## src/rtl/ktbl_ram.sv

```systemverilog
// Generic single-write, single-read memory with registered read data.
module ktbl_ram #(
    parameter int WIDTH = 8,
    parameter int DEPTH = 16
) (
    input  logic                                    clk,
    input  logic                                    we,
    input  logic [((DEPTH > 1) ? $clog2(DEPTH) : 1)-1:0] waddr,
    input  logic [WIDTH-1:0]                        wdata,
    input  logic                                    re,
    input  logic [((DEPTH > 1) ? $clog2(DEPTH) : 1)-1:0] raddr,
    output logic [WIDTH-1:0]                        rdata
);

    logic [WIDTH-1:0] mem [DEPTH];
    logic [WIDTH-1:0] rdata_reg;

    // Write port and registered read port.
    always_ff @(posedge clk)
    begin
        if (we)
        begin
            mem[waddr] <= wdata;
        end
        if (re)
        begin
            rdata_reg <= mem[raddr];
        end
    end

    assign rdata = rdata_reg;

endmodule

```

## config.mk

```make
export PLATFORM = sky130hd
export DESIGN_NAME = ktbl_ram
export DESIGN_NICKNAME = d
export VERILOG_FILES = /design/src/rtl/ktbl_ram.sv
export SDC_FILE = /design/constraint.sdc
export NUM_CORES = 1
export LEC_CHECK = 0
export ABC_AREA = 1
export BUFFER_PORTS_ARGS = -buffer_cell sky130_fd_sc_hd__buf_2
export CORE_AREA = 2 2 131 133
export CTS_CLUSTER_DIAMETER = 200
export DETAILED_ROUTE_END_ITERATION = 7
export DIE_AREA = 0 0 133 135
export HOLD_SLACK_MARGIN = 0.03
export SKIP_LAST_GASP = 1
export SLEW_MARGIN = 20
export SYNTH_ARGS = -nofsm -noshare
export SYNTH_HDL_FRONTEND = slang
export SYNTH_SLANG_ARGS = --single-unit
```

## constraint.sdc

```tcl
create_clock -name clk -period 2.3 [get_ports clk]
set_clock_uncertainty 0.1 [all_clocks]
set_input_delay 0.23 -clock clk [delete_from_list [all_inputs] [get_ports clk]]
set_output_delay 0.23 -clock clk [all_outputs]
set_load 0.01 [all_outputs]
```

==> results of run 1 <==
==> Yosys cell counts <==
cell type  instances
nand2_1          173
edfxtp_1         136
inv_1            100
nand3_1           97
nor2_1            17
buf_2             13
buf_6              6
buf_4              4
inv_2              2
nand3b_1           2
buf_1              1
==> through the flow <==
| step | hold slack [ps] | instances | util [%] | worst slack [ps] | area, µm² |
|---|---|---|---|---|---|
| 6_report | 76.4 | 819 | 41.2 | 960 | 6760 |
| 3_3_place_gp | 495 | 787 | 37.7 | 598 | 6190 |
| 2_1_floorplan | 229 | 551 | - | 1020 | 5850 |
| 4_1_cts | 59.7 | 819 | 41.2 | 941 | 6760 |
| 3_5_place_dp | 501 | 787 | 37.7 | 494 | 6190 |
| 5_1_grt | 61.4 | 819 | 41.2 | 879 | 6760 |
==> report_power, final <==
part           internal (mW)  leakage [nW]  switching [mW]
logic                 0.0921          1.37           0.240
registers               2.79          1.24          0.0147
clock network           1.68         0.279           0.969
==> layout by cell type, fill, tap and decap left out <==
master / count
clkinv_4: 1
nand3b_1: 2
buf_2: 26
buf_4: 14
bufinv_16: 3
inv_2: 2
clkinv_1: 5
edfxtp_1: 136
inv_1: 100
clkbuf_16: 17
clkinv_2: 3
nand2_1: 173
nor2_1: 17
clkbuf_1: 3
nand3_1: 97
==> area by class of cell <==
type	instances	area, µm²
repair buffers	40	235
multi-input cells	289	1210
clock buffers	20	437
well taps	220	275
inverters	102	383
clock inverters	12	133
fillers	1570	9650
flip-flops and latches	136	4080
==> how the worst max path moves through the flow <==
stage | endpoint | slack, ps | cells past startpoint
final | mem[8][0] | 960 | 3
after global routing | mem[11][6] | 880 | 3
after CTS | mem[8][0] | 940 | 3
after detailed placement | mem[8][0] | 490 | 3
after global placement | mem[8][6] | 600 | 3
after floorplan | mem[10][0] | 1020 | 2
==> routing by layer <==
metal	wire (µm)	GRT usage, %	up-vias
met5	0	0	-
met4	219	7.11	0
met3	885	4.32	15
met2	6330	25.4	118
met1	5680	20.2	1783
li1	-	-	1849
==> cells by family after synthesis <==
group,share of synthesized area (%)
flops,69.8
simple gates,20.8
buf+inv,9.39
==> summary.md, run 1 <==
| Metric | Value |
|---|---|
| Setup Fix Bufs, Post-CTS | 0 |
| Top area cells in the synthesized netlist | edfxtp_1 70%, nand2_1 11%, nand3_1 8.3% |
| Hold path startpoint | re |
| Area leader, netlist | edfxtp_1 |
| Buf/Inv on CP | 1 |
| I/O Pins | 27 |
| Setup TNS | 0 ps |
| Via count | 3,765 |
| Critical path class | primary input to register |
| Max IR drop VDD | 505 µV |
| Initial DRC count | 328 |
| Critical Path Slowest Stage Cell | nor2_1 |
| Yosys top cell area share | 69.8% |
| Seq/Total Area, Yosys | 69.8% |
| Grt ovf | 0 |
| H-tree depth | 4 |
| Critical path origin | waddr[2] |
| Maximum clock rate | 746 MHz |
| Maxcap violations | 0 |
| CP max stage delay | 660 ps |
| Residual DRC | 0 |
| Clk Latency, worst-skew pair | 420 ps |
| CP cell instances | buf_2 > nand3b_1 > nor2_1 |
| Share of cells above drive strength 1 | 11.0% |
| Pins Over Slew Limit | 0 |
| Syn_nets | 570 |
| Total Nets Final | 605 |
| TritonCTS Sinks | 136 |
| Worst path arrival time | 1290 ps |
| Placer's final routability congestion estimate | 0.778 |
| Initial core utilization | 35.6% |
| Vias in the first global route | 3,688 |
| Worst Tran Pin Value | 783 ps |
| Reg2reg end | rdata[7] |
| Worst min-delay path class | primary input to register |
| DRT antenna net count | 0 |
| Worst path top cell family by delay | simple AND/OR/NAND/NOR gates |
| Setup violation total in the final timing report | 0 |
| R2r setup slk | 980 ps |
| Post-Synthesis Cells | 551 |
| Core Box Area | 16,400 µm² |
| Hold_buf cts | 0 |
| Crit path launch type | primary input |
| LEAKAGE | 2.88 nW |
| Detailed Place HPWL | 8.12 mm |
| Drt first pass iters | 5 |
| Total track usage | 15.9% |
| Root buf cell | clkbuf_16 |
| Ant. Diodes | 0 |
| Pwr dens | 856 nW/µm² |
| Crit. End Element | register |
| Die area | 18,000 µm² |
| CTS clk-pin slew, worst paths | 60 ps |
| Std-Cell Rows | 47 |
| Initial antenna violation count | 0 |
| Port-buffer cells | 26 |
| CTS Buf Count | 17 |
| Die X-Extent | 133 µm |
| Largest net degree at the start of global routing | 39 |
| Slew Limit Headroom | 47.6% |
| Yosys cell types | 11 |
| Worst-path maximum fanout | 8 |
| Critical Path RT | 2250 ps |
| Syn-to-layout area delta | 15.6% |
| Post-cts resize count | 0 |
| Die Ht | 135 µm |
| Reg-to-reg startpoint | mem[1][7] |
| DR WL/cell | 16.0 µm |
| Min cycle time layout | 1340 ps |
| R2r worst-path depth | 6 |
| Yosys warning count | 0 |
| DRT Wirelength | 13.1 mm |
| Max FFs per register | 128 |
| Mapped Avg Cell Area | 10.6 µm² |
| Tcrit/Tclk final | 58.3% |
| Power, Total | 5.79 mW |
| #FFs+latches synth | 136 |
| Vias per cell | 4.60 |
| Outcome | completed |
| RSZ-0062 raised after global routing | no |
| Hold Vio Cnt, Final | 0 |
| Hold path cells | 1 |
| Post-Syn Area | 5850 µm² |
| Clk buf depth | 2 |
| Hold EP | rdata[7] |
| CTS tree | yes |
| First-pass GRT wire length | 20.7 mm |
Power figures use the tool's default switching activity.
==> run 2: changes to the inputs <==
==> constraint.sdc (replaced) <==
create_clock -name clk -period 1.23 [get_ports clk]
set_clock_uncertainty 0.1 [all_clocks]
set_input_delay 0.123 -clock clk [delete_from_list [all_inputs] [get_ports clk]]
set_output_delay 0.123 -clock clk [all_outputs]
set_load 0.01 [all_outputs]
==> summary.md, run 2 (synthesized netlist as in run 1, its figures left out) <==
| Metric | Value |
|---|---|
| Area post-placement | 6350 µm² (was 6190 µm²) |
| Share of cells above drive strength 1 | 17.2% (was 11.0%) |
| Failing checks | negative setup slack |
| Worst-path maximum fanout | 1 (was 8) |
| Total Nets Final | 624 (was 605) |
| Post-route insts no fill | 838 (was 819) |
| Critical Path Slowest Stage Cell | edfxtp_1 (was nor2_1) |
| Hold Vio Cnt, Final | 0 (unchanged) |
| Fin area | 7120 µm² (was 6760 µm²) |
| Min cycle time layout | 1260 ps |
| Placed insts | 800 (was 787) |
| TritonCTS Sinks | 136 (unchanged) |
| Max FFs per register | 128 (unchanged) |
| Die X-Extent | 133 µm (unchanged) |
| Buf/Inv on CP | 1 (unchanged) |
| Pwr dens | 1570 nW/µm² (was 856 nW/µm²) |
| Core Box Area | 16,400 µm² (unchanged) |
| Critical path class | register to output pin (was primary input to register) |
| CP max stage delay | 450 ps (was 660 ps) |
| Outcome | finished with violations (was completed) |
| CTS Buf Count | 17 (unchanged) |
| Switching Power | 2.35 mW (was 1.22 mW) |
| Sw frac | 21.0% (was 21.1%) |
| Largest net degree at the start of global routing | 44 (was 39) |
| DRT met1 WL | 6.02 mm (was 5.68 mm) |
| Worst min-delay path class | primary input to register (unchanged) |
| Vias per cell | 4.62 (was 4.60) |
| Met2 WL post-DR | 6.14 mm (was 6.33 mm) |
| Setup violation total in the final timing report | 3 (was 0) |
| First-pass GRT wire length | 21.0 mm (was 20.7 mm) |
| Hold slack | 48.5 ps (was 76.4 ps) |
| Design internal power | 8.81 mW (was 4.56 mW) |
| Met3 WL | 969 µm (was 885 µm) |
| Slew Limit Headroom | 71.8% (was 47.6%) |
| Via count | 3,870 (was 3,765) |
| Final worst slack | -32.0 ps (was 960 ps) |
| Initial antenna violation count | 0 (unchanged) |
| Root buf cell | clkbuf_16 (unchanged) |
| Tcrit/Tclk final | 103% |
| Clk buf depth | 2 (unchanged) |
| DR WL/cell | 16.0 µm (about the same) |
| Placer's final routability congestion estimate | 0.815 (was 0.778) |
| Worst path arrival time | 1040 ps (was 1290 ps) |
| Crit. End Element | output pin (was register) |
| CTS clk-pin slew, worst paths | 60 ps (about the same) |
| Pins Over Slew Limit | 0 (unchanged) |
| Detailed Place HPWL | 8.65 mm (was 8.12 mm) |
| Sequential power share | 47.1% (was 48.5%) |
| Initial core utilization | 35.6% (unchanged) |
| CTS tree | yes (unchanged) |
| Syn-to-layout area delta | 21.8% (was 15.6%) |
| Maxcap violations | 0 (unchanged) |
| Drt first pass iters | 5 (unchanged) |
| Die Ht | 135 µm (unchanged) |
| Highest routed layer | met4 (unchanged) |
| Clk network pwr share | 46.5% (was 45.7%) |
| DRT Wirelength | 13.4 mm (was 13.1 mm) |
| Power, Total | 11.2 mW (was 5.79 mW) |
| LEAKAGE | 3.05 nW (was 2.88 nW) |
| Grt ovf | 0 (unchanged) |
| Std-Cell Rows | 47 (unchanged) |
| RSZ-0062 raised after global routing | yes (was no) |
| Worst Tran Pin Value | 423 ps (was 783 ps) |
| Port-buffer cells | 26 (unchanged) |
| Max IR drop VDD | 958 µV (was 505 µV) |
| Comb power frac | 6.3% (was 5.7%) |
| I/O Pins | 27 (unchanged) |
| Maximum clock rate | 792 MHz |
| H-tree depth | 4 (unchanged) |
| Die area | 18,000 µm² (unchanged) |
| CP cell instances | buf_2 (was buf_2 > nand3b_1 > nor2_1) |
| Vias in the first global route | 3,860 (was 3,688) |
| Commonest non-fill, non-tap cell in the layout | nand2_1 (unchanged) |
| DRT antenna net count | 0 (unchanged) |
| Most frequent cells in the layout | 173 x nand2_1, 136 x edfxtp_1, 99 x inv_1, 77 x nand3_1, 26 x buf_2 (was 173 x nand2_1, 136 x edfxtp_1, 100 x inv_1, 97 x nand3_1, 26 x buf_2) |
| Worst path top cell family by delay | flip-flops (was simple AND/OR/NAND/NOR gates) |
| Total track usage | 16.0% (was 15.9%) |
| Critical Path RT | 1010 ps (was 2250 ps) |
| Residual DRC | 0 (unchanged) |
| Crit path launch type | register (was primary input) |
| Initial DRC count | 287 (was 328) |
| Clk Latency, worst-skew pair | 420 ps (about the same) |
| Ant. Diodes | 0 (unchanged) |
run 2: cell types whose count changed in the layout (fill, tap and decap cells not counted), sizes merged:
cell	change
clkinv	-1
bufinv	+1
dlygate4sd3	+6
clkbuf	-3
clkinvlp	+3
buf	+13
run 2: layout make-up:
class                      count  area (µm²)
inverter                     102         383
multi-input combinational    289        1310
tap                          220         275
sequential                   136        4080
fill                        1540        9290
clock buffer                  17         425
clock inverter                15         184
timing repair buffer          59         455
run 2: worst paths after layout:
path | start | to | slack [ps] | depth (start not counted)
max | rdata[7] | rdata[7] | -30 | 1
min | wdata[0] | mem[6][0] | 50 | 1
max reg2reg | mem[5][0] | rdata[0] | 20 | 6
min reg2reg | mem[2][5] | rdata[5] | 640 | 6
run 2: timing repair:
action                                  in CTS  in global routing
pin swaps                                    0                  6
hold buffers                                 6                  0
endpoints found under the setup margin       4                 14
endpoints found under the hold margin       73                  0
gates resized for setup                      1                 20
setup buffers                                0                  0
run 2: power by group through the flow:
stage          Sequential [mW]  Clock (mW)  Combinational (mW)
6_report                  5.26        5.19               0.707
3_5_place_dp              5.36           0               0.666
2_1_floorplan             5.35           0               0.366
5_1_grt                   5.27        5.46               0.790
3_3_place_gp              5.35           0               0.657
4_1_cts                   5.26        5.28               0.685
run 2: through the flow:
step | worst slack (ps) | setup TNS [ps] | util [%]
detailed placement | -200 | -3110 | 38.7
global route | -56.5 | -259 | 43.4
floorplan | 56.2 | 0 | -
finish | -32.0 | -66.7 | 43.4
global placement | -180 | -2320 | 38.7
CTS | -46.0 | -116 | 42.8
run 2: worst register-to-register path, cell delays in order (launching register included):
cell and delay [ps]:
edfxtp_1 370, inv_1 60, nand2_1 50, nand3_1 110, nand3_2 90, nand3_2 120, nand2_1 70
run 2: layer usage:
| layer | up-vias | GRT usage [%] |
|---|---|---|
| li1 | 1890 | - |
| met3 | 23 | 4.62 |
| met2 | 115 | 24.9 |
| met1 | 1842 | 21.1 |
| met5 | - | 0 |
| met4 | 0 | 6.63 |
