**config.mk**
```make
export PLATFORM = sky130hd
export DESIGN_NAME = ktbl_bucket_alu
export DESIGN_NICKNAME = d
export VERILOG_FILES = /design/src/rtl/ktbl_pkg.sv /design/src/rtl/ktbl_bucket_alu.sv
export SDC_FILE = /design/constraint.sdc
export NUM_CORES = 1
export LEC_CHECK = 0
export ABC_AREA = 1
export BUFFER_PORTS_ARGS = -buffer_cell sky130_fd_sc_hd__buf_2
export CELL_PAD_IN_SITES_DETAIL_PLACEMENT = 1
export CELL_PAD_IN_SITES_GLOBAL_PLACEMENT = 2
export CORE_ASPECT_RATIO = 1.5
export CORE_MARGIN = 8
export CORE_UTILIZATION = 36
export DETAILED_ROUTE_END_ITERATION = 12
export GPL_TIMING_DRIVEN = 0
export HOLD_SLACK_MARGIN = 0.03
export PLACE_DENSITY = 0.88
export SLEW_MARGIN = 25
export SYNTH_ARGS = -nofsm -noshare
export SYNTH_HDL_FRONTEND = slang
export SYNTH_SLANG_ARGS = --single-unit
```
**constraint.sdc**
```tcl
create_clock -name clk -period 8.53 [get_ports clk]
set_input_delay 0.4265 -clock clk [delete_from_list [all_inputs] [get_ports clk]]
set_output_delay 0.4265 -clock clk [all_outputs]
set_load 0.02 [all_outputs]
```
**src/rtl/ktbl_pkg.sv**
```systemverilog
// Shared constants and types for the keyed token bucket limiter.
package ktbl_pkg;

    localparam int NUM_ENTRIES     = 64;
    localparam int KEY_BITS        = 64;
    localparam int TIME_BITS       = 32;
    localparam int RATE_BITS       = 16;
    localparam int TOKEN_BITS      = 22;
    localparam int UNITS_PER_TOKEN = 60;
    localparam int IDX_BITS        = (NUM_ENTRIES > 1) ? $clog2(NUM_ENTRIES) : 1;
    localparam int CNT_BITS        = $clog2(NUM_ENTRIES + 1);
    localparam int EL_BITS         = $clog2(UNITS_PER_TOKEN);

    localparam logic [TOKEN_BITS-1:0] TOKEN_COST = TOKEN_BITS'(UNITS_PER_TOKEN);
    localparam logic [TIME_BITS-1:0]  FULL_GAP   = TIME_BITS'(UNITS_PER_TOKEN);
    localparam logic [CNT_BITS-1:0]   TABLE_FULL = CNT_BITS'(NUM_ENTRIES);

    // One bucket as it sits in the table memory.
    typedef struct packed {
        logic [KEY_BITS-1:0]   key;
        logic [TOKEN_BITS-1:0] tokens;
        logic [TIME_BITS-1:0]  stamp;
    } entry_t;

    localparam int ENTRY_BITS = $bits(entry_t);

    // Work handed to the bucket arithmetic unit.
    typedef struct packed {
        logic                  start;
        logic [TOKEN_BITS-1:0] tokens;
        logic [TIME_BITS-1:0]  stamp;
        logic [TIME_BITS-1:0]  now;
        logic [RATE_BITS-1:0]  rate;
        logic [TOKEN_BITS-1:0] cap;
    } alu_req_t;

    // Answer from the bucket arithmetic unit.
    typedef struct packed {
        logic                  done;
        logic                  allowed;
        logic [TOKEN_BITS-1:0] tokens;
        logic [TIME_BITS-1:0]  stamp;
    } alu_rsp_t;

endpackage

```
**src/rtl/ktbl_bucket_alu.sv**
```systemverilog
// Three-step refill, cap and spend arithmetic for one bucket.
module ktbl_bucket_alu (
    input  logic               clk,
    input  logic               rst_n,
    input  ktbl_pkg::alu_req_t req,
    output ktbl_pkg::alu_rsp_t rsp
);
    import ktbl_pkg::*;

    logic                  v1_reg, v2_reg, v3_reg;
    logic                  gt1_reg, big1_reg;
    logic [TOKEN_BITS-1:0] prod1_reg, tokens1_reg, cap1_reg;
    logic [TIME_BITS-1:0]  stamp1_reg, stamp2_reg, stamp3_reg;
    logic [TOKEN_BITS-1:0] new2_reg, tokens3_reg;
    logic                  allowed3_reg;

    logic [TIME_BITS-1:0]  elapsed;
    logic [TOKEN_BITS:0]   sum;
    logic [TOKEN_BITS-1:0] refilled;
    logic                  can_spend;

    // Elapsed time; only its low bits matter when it is below a full refill.
    assign elapsed = req.now - req.stamp;

    // Refill with the cap, keeping the count when time did not advance.
    always_comb
    begin
        sum = {1'b0, tokens1_reg} + {1'b0, prod1_reg};
        if (!gt1_reg)
        begin
            refilled = tokens1_reg;
        end
        else if (big1_reg || (sum > {1'b0, cap1_reg}))
        begin
            refilled = cap1_reg;
        end
        else
        begin
            refilled = sum[TOKEN_BITS-1:0];
        end
    end

    assign can_spend = (new2_reg >= TOKEN_COST);

    // Step valid bits.
    always_ff @(posedge clk or negedge rst_n)
    begin
        if (!rst_n)
        begin
            v1_reg <= 1'b0;
            v2_reg <= 1'b0;
            v3_reg <= 1'b0;
        end
        else
        begin
            v1_reg <= req.start;
            v2_reg <= v1_reg;
            v3_reg <= v2_reg;
        end
    end

    // Step data.
    always_ff @(posedge clk)
    begin
        gt1_reg     <= (req.now > req.stamp);
        big1_reg    <= (elapsed >= FULL_GAP);
        prod1_reg   <= TOKEN_BITS'(elapsed[EL_BITS-1:0] * req.rate);
        tokens1_reg <= req.tokens;
        cap1_reg    <= req.cap;
        stamp1_reg  <= (req.now > req.stamp) ? req.now : req.stamp;

        new2_reg    <= refilled;
        stamp2_reg  <= stamp1_reg;

        allowed3_reg <= can_spend;
        tokens3_reg  <= can_spend ? (new2_reg - TOKEN_COST) : new2_reg;
        stamp3_reg   <= stamp2_reg;
    end

    assign rsp.done    = v3_reg;
    assign rsp.allowed = allowed3_reg;
    assign rsp.tokens  = tokens3_reg;
    assign rsp.stamp   = stamp3_reg;

endmodule

```
==> results of run 1 <==
==> metrics by stage <==
stage | total power, mW | utilization | setup WS, ps
5_1_grt | 5.50 | 0.438 | 2730
2_1_floorplan | 3.17 | - | 3600
4_1_cts | 5.12 | 0.438 | 3210
3_3_place_gp | 3.94 | 0.404 | 2650
3_5_place_dp | 4.00 | 0.404 | 2650
6_report | 5.03 | 0.438 | 3250
==> metal layers <==
layer,vias to the layer above,track usage,part of all wire
met2,214,0.428,0.59
met5,-,0,0
met4,0,0.0943,0.046
met1,5961,0.177,0.34
li1,6280,-,-
met3,101,0.0259,0.030
==> repair_timing <==
item / in CTS / in global routing
hold buffers: 46 / 0
endpoints found under the setup margin: 0 / 0
endpoints found under the hold margin: 48 / 0
==> worst paths after layout <==
path,end,slack (ps)
max,prod1_reg[17]$_DFF_P_,3250
min,stamp1_reg[21]$_DFF_P_,90
max reg2reg,new2_reg[20]$_DFF_P_,3960
min reg2reg,stamp3_reg[13]$_DFF_P_,310
max in group asynchronous,v2_reg$_DFF_PN0_,8220
min in group asynchronous,v3_reg$_DFF_PN0_,210
==> logic make-up (layout without fill, tap and decap cells) <==
group | Yosys count | in the layout | share of synthesized area
flops | 212 | 212 | 0.314
xor+xnor | 56 | 56 | 0.0362
other cells | 0 | 1 | 0
buf+inv | 379 | 648 | 0.111
fa+ha+maj | 166 | 166 | 0.186
simple gates | 952 | 952 | 0.301
compound gates | 118 | 118 | 0.0515
==> worst reg2reg max path, stage by stage (launching register included) <==
cell     delay (ps)
dfxtp_1         410
ha_1            290
inv_1           130
fa_1            400
inv_1           170
nand3_1          90
nand2_1         190
nand2_1          80
nand2_1         120
nand2_1         110
o21ai_2         250
xnor2_1         220
inv_1            90
ha_1            320
nand2_1          80
nor2_1          230
nor3b_2         240
nand4_1         120
nand2_2         170
buf_1           370
nand3_1         150
nand3_1         120
nand2_1          90
==> cell usage in the layout, fill, tap and decap left out, types with 33 or more instances in the layout <==
| cell type | count |
|---|---|
| nand2_2 | 40 |
| xor2_1 | 33 |
| buf_2 | 188 |
| nand2_1 | 546 |
| inv_1 | 332 |
| a21oi_1 | 66 |
| dfxtp_1 | 209 |
| nand3_1 | 131 |
| ha_1 | 107 |
| fa_1 | 59 |
| dlygate4sd3_1 | 46 |
| nor2_1 | 159 |
==> cell type report <==
cell class / instances / share of cell area
clock buffers: 31 / 0.0408
repair buffers: 228 / 0.0839
flip-flops and latches: 212 / 0.260
well taps: 489 / 0.0374
diodes: 1 / 0.000153
multi-input cells: 1292 / 0.476
inverters: 352 / 0.0808
plain buffers: 27 / 0.0110
clock inverters: 10 / 0.00910
==> power groups by stage <==
| stage | logic, mW | clock network [mW] | registers, mW |
|---|---|---|---|
| after detailed placement | 2.74 | 0 | 1.27 |
| after global placement | 2.68 | 0 | 1.26 |
| after CTS | 2.77 | 1.10 | 1.25 |
| final | 2.72 | 1.06 | 1.25 |
| after floorplan | 1.89 | 0 | 1.29 |
| after global routing | 3.11 | 1.13 | 1.26 |
==> metrics.md, run 1 <==
| Metric | Value |
|---|---|
| Final Instance Area | 16400 um^2 |
| Fmax | 189 MHz |
| Bufs on Longest Clock Path | 3 |
| Die Span X | around 170 um |
| Final setup viols | 0 |
| # fillers | about 4800 |
| Worst hold slack | 90.9 ps |
| RSZ-0062 raised after global routing | false |
| Sequential share of the synthesized area | 0.314 |
| Multi-input logic area | 7790 um^2 |
| Net switching power | 2.24 mW |
| Die ar. | 44200 um^2 |
| Reg clk slew, reported paths | 60 ps |
| Total placed cells including tap cells | 2554 |
| MaxCap Viol Count | 0 |
| Post-Layout Cell Count | 2642 |
| Clk_lat worst skew | 550 ps |
| Worst Reg-to-Reg Cells | 22 |
| Wirelength per Cell | approximately 17 um |
| Switching Share | 0.445 |
| Status | finished, final reports clean |
| Rel. slew slack | 0.521 |
| Critical path class | in2reg |
| Clock power frac | 0.211 |
| Clock H-tree levels | 1 |
| Mapped cell area | between 10000 and 15000 um^2 |
| Final Max Slew Viols | 0 |
| Final min period | 5280 ps |
| Worst Skew | 13.1 ps |
| Commonest cells in the netlist | 546 x nand2_1, 332 x inv_1, 209 x dfxtp_1 |
| Clock root cell | clkbuf_16 |
| DRT Wirelength | 44200 um |
| Worst EP arrival | 5700 ps |
| Post-CTS resize count | 0 |
| PD cells | just over 300 nW/um^2 |
| Hpwl dp | roughly 38000 um |
| DR pass1 iterations | 4 |
| Reg-to-Reg Start | tokens1_reg[0]$_DFF_P_ |
| Cell count after synthesis | 1883 |
| Syn nets | 2176 |
| Worst hold path depth | 3 |
| CTS Sinks | 212 |
| Setup TNS | 0 ps |
| Drc violations | 0 |
| Most common cell in the netlist | nand2_1 |
| Gate power share | 0.541 |
| Post-placement cell area | 15100 um^2 |
| Number of flops mapped to enable cells by yosys | 0 |
| Critical Path Sink Type | flip-flop |
| Share of layout cells above drive strength 1 | 0.150 |
| Buffers on Ports | 182 |
| CP Launch Type | input pin |
| Total number of vias | ~13000 |
| Largest area contributor in the netlist | dfxtp_1 |
| Overall routing resource usage | 0.200 |
| Distinct cells, synth | 47 |
| Post-synth top flop | dfxtp_1 |
| Core area | 37300 um^2 |
| Total CTS buffers | 24 |
| Register area | about 4300 um^2 |
| Initial Util | 0.363 |
| Top Family by Delay on Critical Path | adder cells |
| Antenna Nets Post-Route | 0 |
| Vias in the first global route | 14000 |
| Vias per std cell | 4.75 |
| HP Class | in2reg |
| Maximum VDD drop | approximately 0.00015 V |
| Nets@finish | 2430 |
| Io pins | 183 |
| YS warnings | 0 |
| Fin. Hold Viols | 0 |
| P&R area growth vs syn | 20.7% |
| Share of Yosys cell area claimed by the top area cell type | 0.309 |
| GRT overflow | 0 |
| Cell depth of the worst setup path | 26 |
| Die Y | 254 um |
| Tcrit/Tclk final | 0.619 |
| Sequential Power Share | 0.248 |
| Routability cong. | 0.910 |
| Worst path required time | 8950 ps |
| Internal cell power | 2.79 mW |
| Largest net degree at the start of global routing | 14 |
| Slowest CP cell | fa_1 |
| FF+latch count, synth | around 210 |
| CP dominant cell by count | nand2_1 |
| Critical path startpoint | req[38] |
| Syn Area/Cell | just over 7 um^2 |
| Static Leak | between 8 and 9 nW |
| Core Rows | 87 |
| Initial antenna violation count | 1 |
| Hold path startpoint | req[91] |
| Critical path fanouts, max | 10 |
| Top cells by area, synth | dfxtp_1 31%, nand2_1 15%, ha_1 9.9%, inv_1 9.2%, fa_1 8.7% |
| Setup Fix Bufs, Post-CTS | 0 |
| First-pass GRT wire length | 70900 um |
| Slew @ Worst Pin | approximately 710 ps |
| TritonCTS clock tree | yes |
| CP Buf/Inv Count | 7 |
| Starting DRT DRC Count | 301 |
| Slowest stage delay, CP | 550 ps |
| Async set-reset flop share out of synthesis | 0.0142 |
Power figures use the tool's default switching activity.
==> inputs of run 2 (changes only) <==
CORE_UTILIZATION = 30   (was 36)
PLACE_DENSITY = 0.78   (was 0.88)
clock period = 4.6 ns   (was 8.53 ns; I/O delays follow)
==> run 2 against run 1 <==
Sequential share of layout area shrank 2.0 points. Flip-flop and latch count is the same. Largest power group unchanged. Count of clock-buffer cells in the layout shrank 4. First-iteration DRC count shrank 18%. Critical endpoint is now prod1_reg[21]$_DFF_P_. Hold slack gained 87 ps. Critical path type unchanged.
==> metrics.md, run 2 (synthesized netlist as in run 1, its figures left out) <==
| Metric | Value |
|---|---|
| Crit path cell chain | buf_2 -> inv_1 -> ha_1 -> fa_2 -> inv_4 -> nand3_1 -> nand3_4 -> xor2_4 -> inv_2 -> buf_8 -> nor2_1 -> fa_1 -> inv_1 -> fa_1 -> fa_1 -> inv_1 -> ha_2 -> nand2_1 -> nor4_2 -> nand4_1 -> nand3_2 -> xor2_2 |
| Antenna Nets Post-Route | 0 |
| Io pins | 183 |
| Setup Slack @ Placement | -1090 ps |
| Rel. slew slack | 0.634 |
| Die Y | roughly 280 um |
| Critical path class | in2reg |
| Clock H-tree levels | 1 |
| Bufs on Longest Clock Path | 3 |
| Ant diodes | 0 |
| Most frequent cells in the layout | 541 x nand2_1, 331 x inv_1, 209 x dfxtp_1 |
| HP Class | in2reg |
| DR pass1 iterations | 4 |
| Hpwl dp | 39200 um |
| Wirelength per Cell | roughly 17 um |
| P&R area growth vs syn | 30.5% |
| Sequential Power Share | 0.226 |
| GR Util met3 | 0.0247 |
| Slew @ Worst Pin | 548 ps |
| Slowest stage delay, CP | 560 ps |
| Clock power frac | 0.212 |
| Worst Skew | 12.4 ps |
| Static Leak | 9.40 nW |
| Critical path fanouts, max | 10 |
| Clk_lat worst skew | 540 ps |
| DRT Wirelength | 47300 um |
| Fin. Hold Viols | 0 |
| Routability cong. | 0.872 |
| CP Buf/Inv Count | 7 |
| Maximum VDD drop | 0.000319 V |
| Die Span X | 190 um |
| Worst path required time | 5050 ps |
| TritonCTS clock tree | yes |
| Vias in the first global route | 14600 |
| Fmax | 229 MHz |
| Layout Utilization | 0.396 |
| Vias per std cell | 4.57 |
| Final setup viols | 0 |
| Starting DRT DRC Count | ~250 |
| GR Util met2 | 0.391 |
| Initial antenna violation count | 0 |
| Initial Util | 0.303 |
| Switching Share | 0.438 |
| Drc violations | 0 |
| Clock root cell | clkbuf_16 |
| Tcrit/Tclk final | 0.948 |
| Largest net degree at the start of global routing | 15 |
| Reg clk slew, reported paths | 60 ps |
| Internal cell power | 5.74 mW |
| Overall routing resource usage | 0.181 |
| Share of layout cells above drive strength 1 | 0.176 |
| Final min period | roughly 4400 ps |
| Gate power share | 0.563 |
| Final Instance Area | 17700 um^2 |
| Total CTS buffers | 24 |
| Overall power | 10.2 mW |
| PD cells | between 500 and 600 nW/um^2 |
| First-pass GRT wire length | 76100 um |
| Setup TNS | 0 ps |
| Die ar. | about 52000 um^2 |
| Nets@finish | between 2000 and 3000 |
| GRT busiest layer | met2 |
| CTS Sinks | 212 |
| Top Family by Delay on Critical Path | adder cells |
| Final Max Slew Viols | 0 |
| CP Launch Type | input pin |
| Status | finished, final reports clean |
| Net switching power | 4.47 mW |
| Setup ws final | about 240 ps |
| Total number of vias | 12800 |
| Worst EP arrival | 4810 ps |
| Core area | 44700 um^2 |
| GRT overflow | 0 |
| Core Rows | 95 |
| Post-Layout Cell Count | 2810 |
| Worst hold slack | 178 ps |
| MaxCap Viol Count | 0 |
| Most common cell after layout, fill and taps aside | nand2_1 |
| Slowest CP cell | fa_1 |
| Grt met1 use | 0.166 |
| Buffers on Ports | 182 |
| Total placed cells including tap cells | 2647 |
| Critical Path Sink Type | flip-flop |
| Post-placement cell area | 15200 um^2 |
## run 2: cell count changes in the layout (fill, tap and decap cells not counted), sizes merged
cell / previous run / this run
clkbuf: 39 / 33
clkinv: 3 / 4
inv: 354 / 355
diode: 1 / 0
buf: 201 / 211
clkinvlp: 2 / 3
bufinv: 3 / 6
dlygate4sd3: 46 / 112
## run 2: final timing paths
kind                                   startpoint                      to  slack, ps  depth (start not counted)
setup / recovery                          req[38]   prod1_reg[21]$_DFF_P_        240                         22
hold / removal                            req[23]    prod1_reg[1]$_DFF_P_        180                          4
setup reg to reg           tokens1_reg[0]$_DFF_P_    new2_reg[14]$_DFF_P_        310                         28
hold reg to reg            stamp2_reg[11]$_DFF_P_  stamp3_reg[11]$_DFF_P_        320                          0
max in group asynchronous                   rst_n        v2_reg$_DFF_PN0_       3870                          3
min in group asynchronous                   rst_n        v1_reg$_DFF_PN0_        590                          3
## run 2: power groups by stage
stage,logic (mW),clock network [mW],registers (mW)
after floorplan,3.51,0,2.39
after global placement,5.01,0,2.34
after detailed placement,5.13,0,2.34
after CTS,5.44,2.23,2.31
after global routing,6.53,2.31,2.33
final,5.75,2.16,2.31
## run 2: area by class of cell
type / instances / area [um^2]
plain buffers: 26 / 203
clock buffers: 27 / 632
clock inverters: 16 / 269
fillers: 5630 / 27000
inverters: 352 / 1320
multi-input cells: 1292 / 8160
flip-flops and latches: 212 / 4260
well taps: 582 / 728
repair buffers: 303 / 2110
## run 2: timing repair
item,4_1_cts,5_1_grt
gates resized for setup,29,54
hold endpoints to repair,81,0
endpoints found under the setup margin,29,27
buffers inserted,4,5
hold buffers,112,0
pin swaps,4,16
## run 2: worst min-delay path, cell delays in order
cell and delay (ps):
buf_2 130, inv_1 80, nor2_1 110, ha_1 140
## run 2: metal layers
metal	wire length, um	up-vias
met2	28200	185
met5	0	-
met4	1260	0
met1	16300	6166
li1	-	6430
met3	1520	66
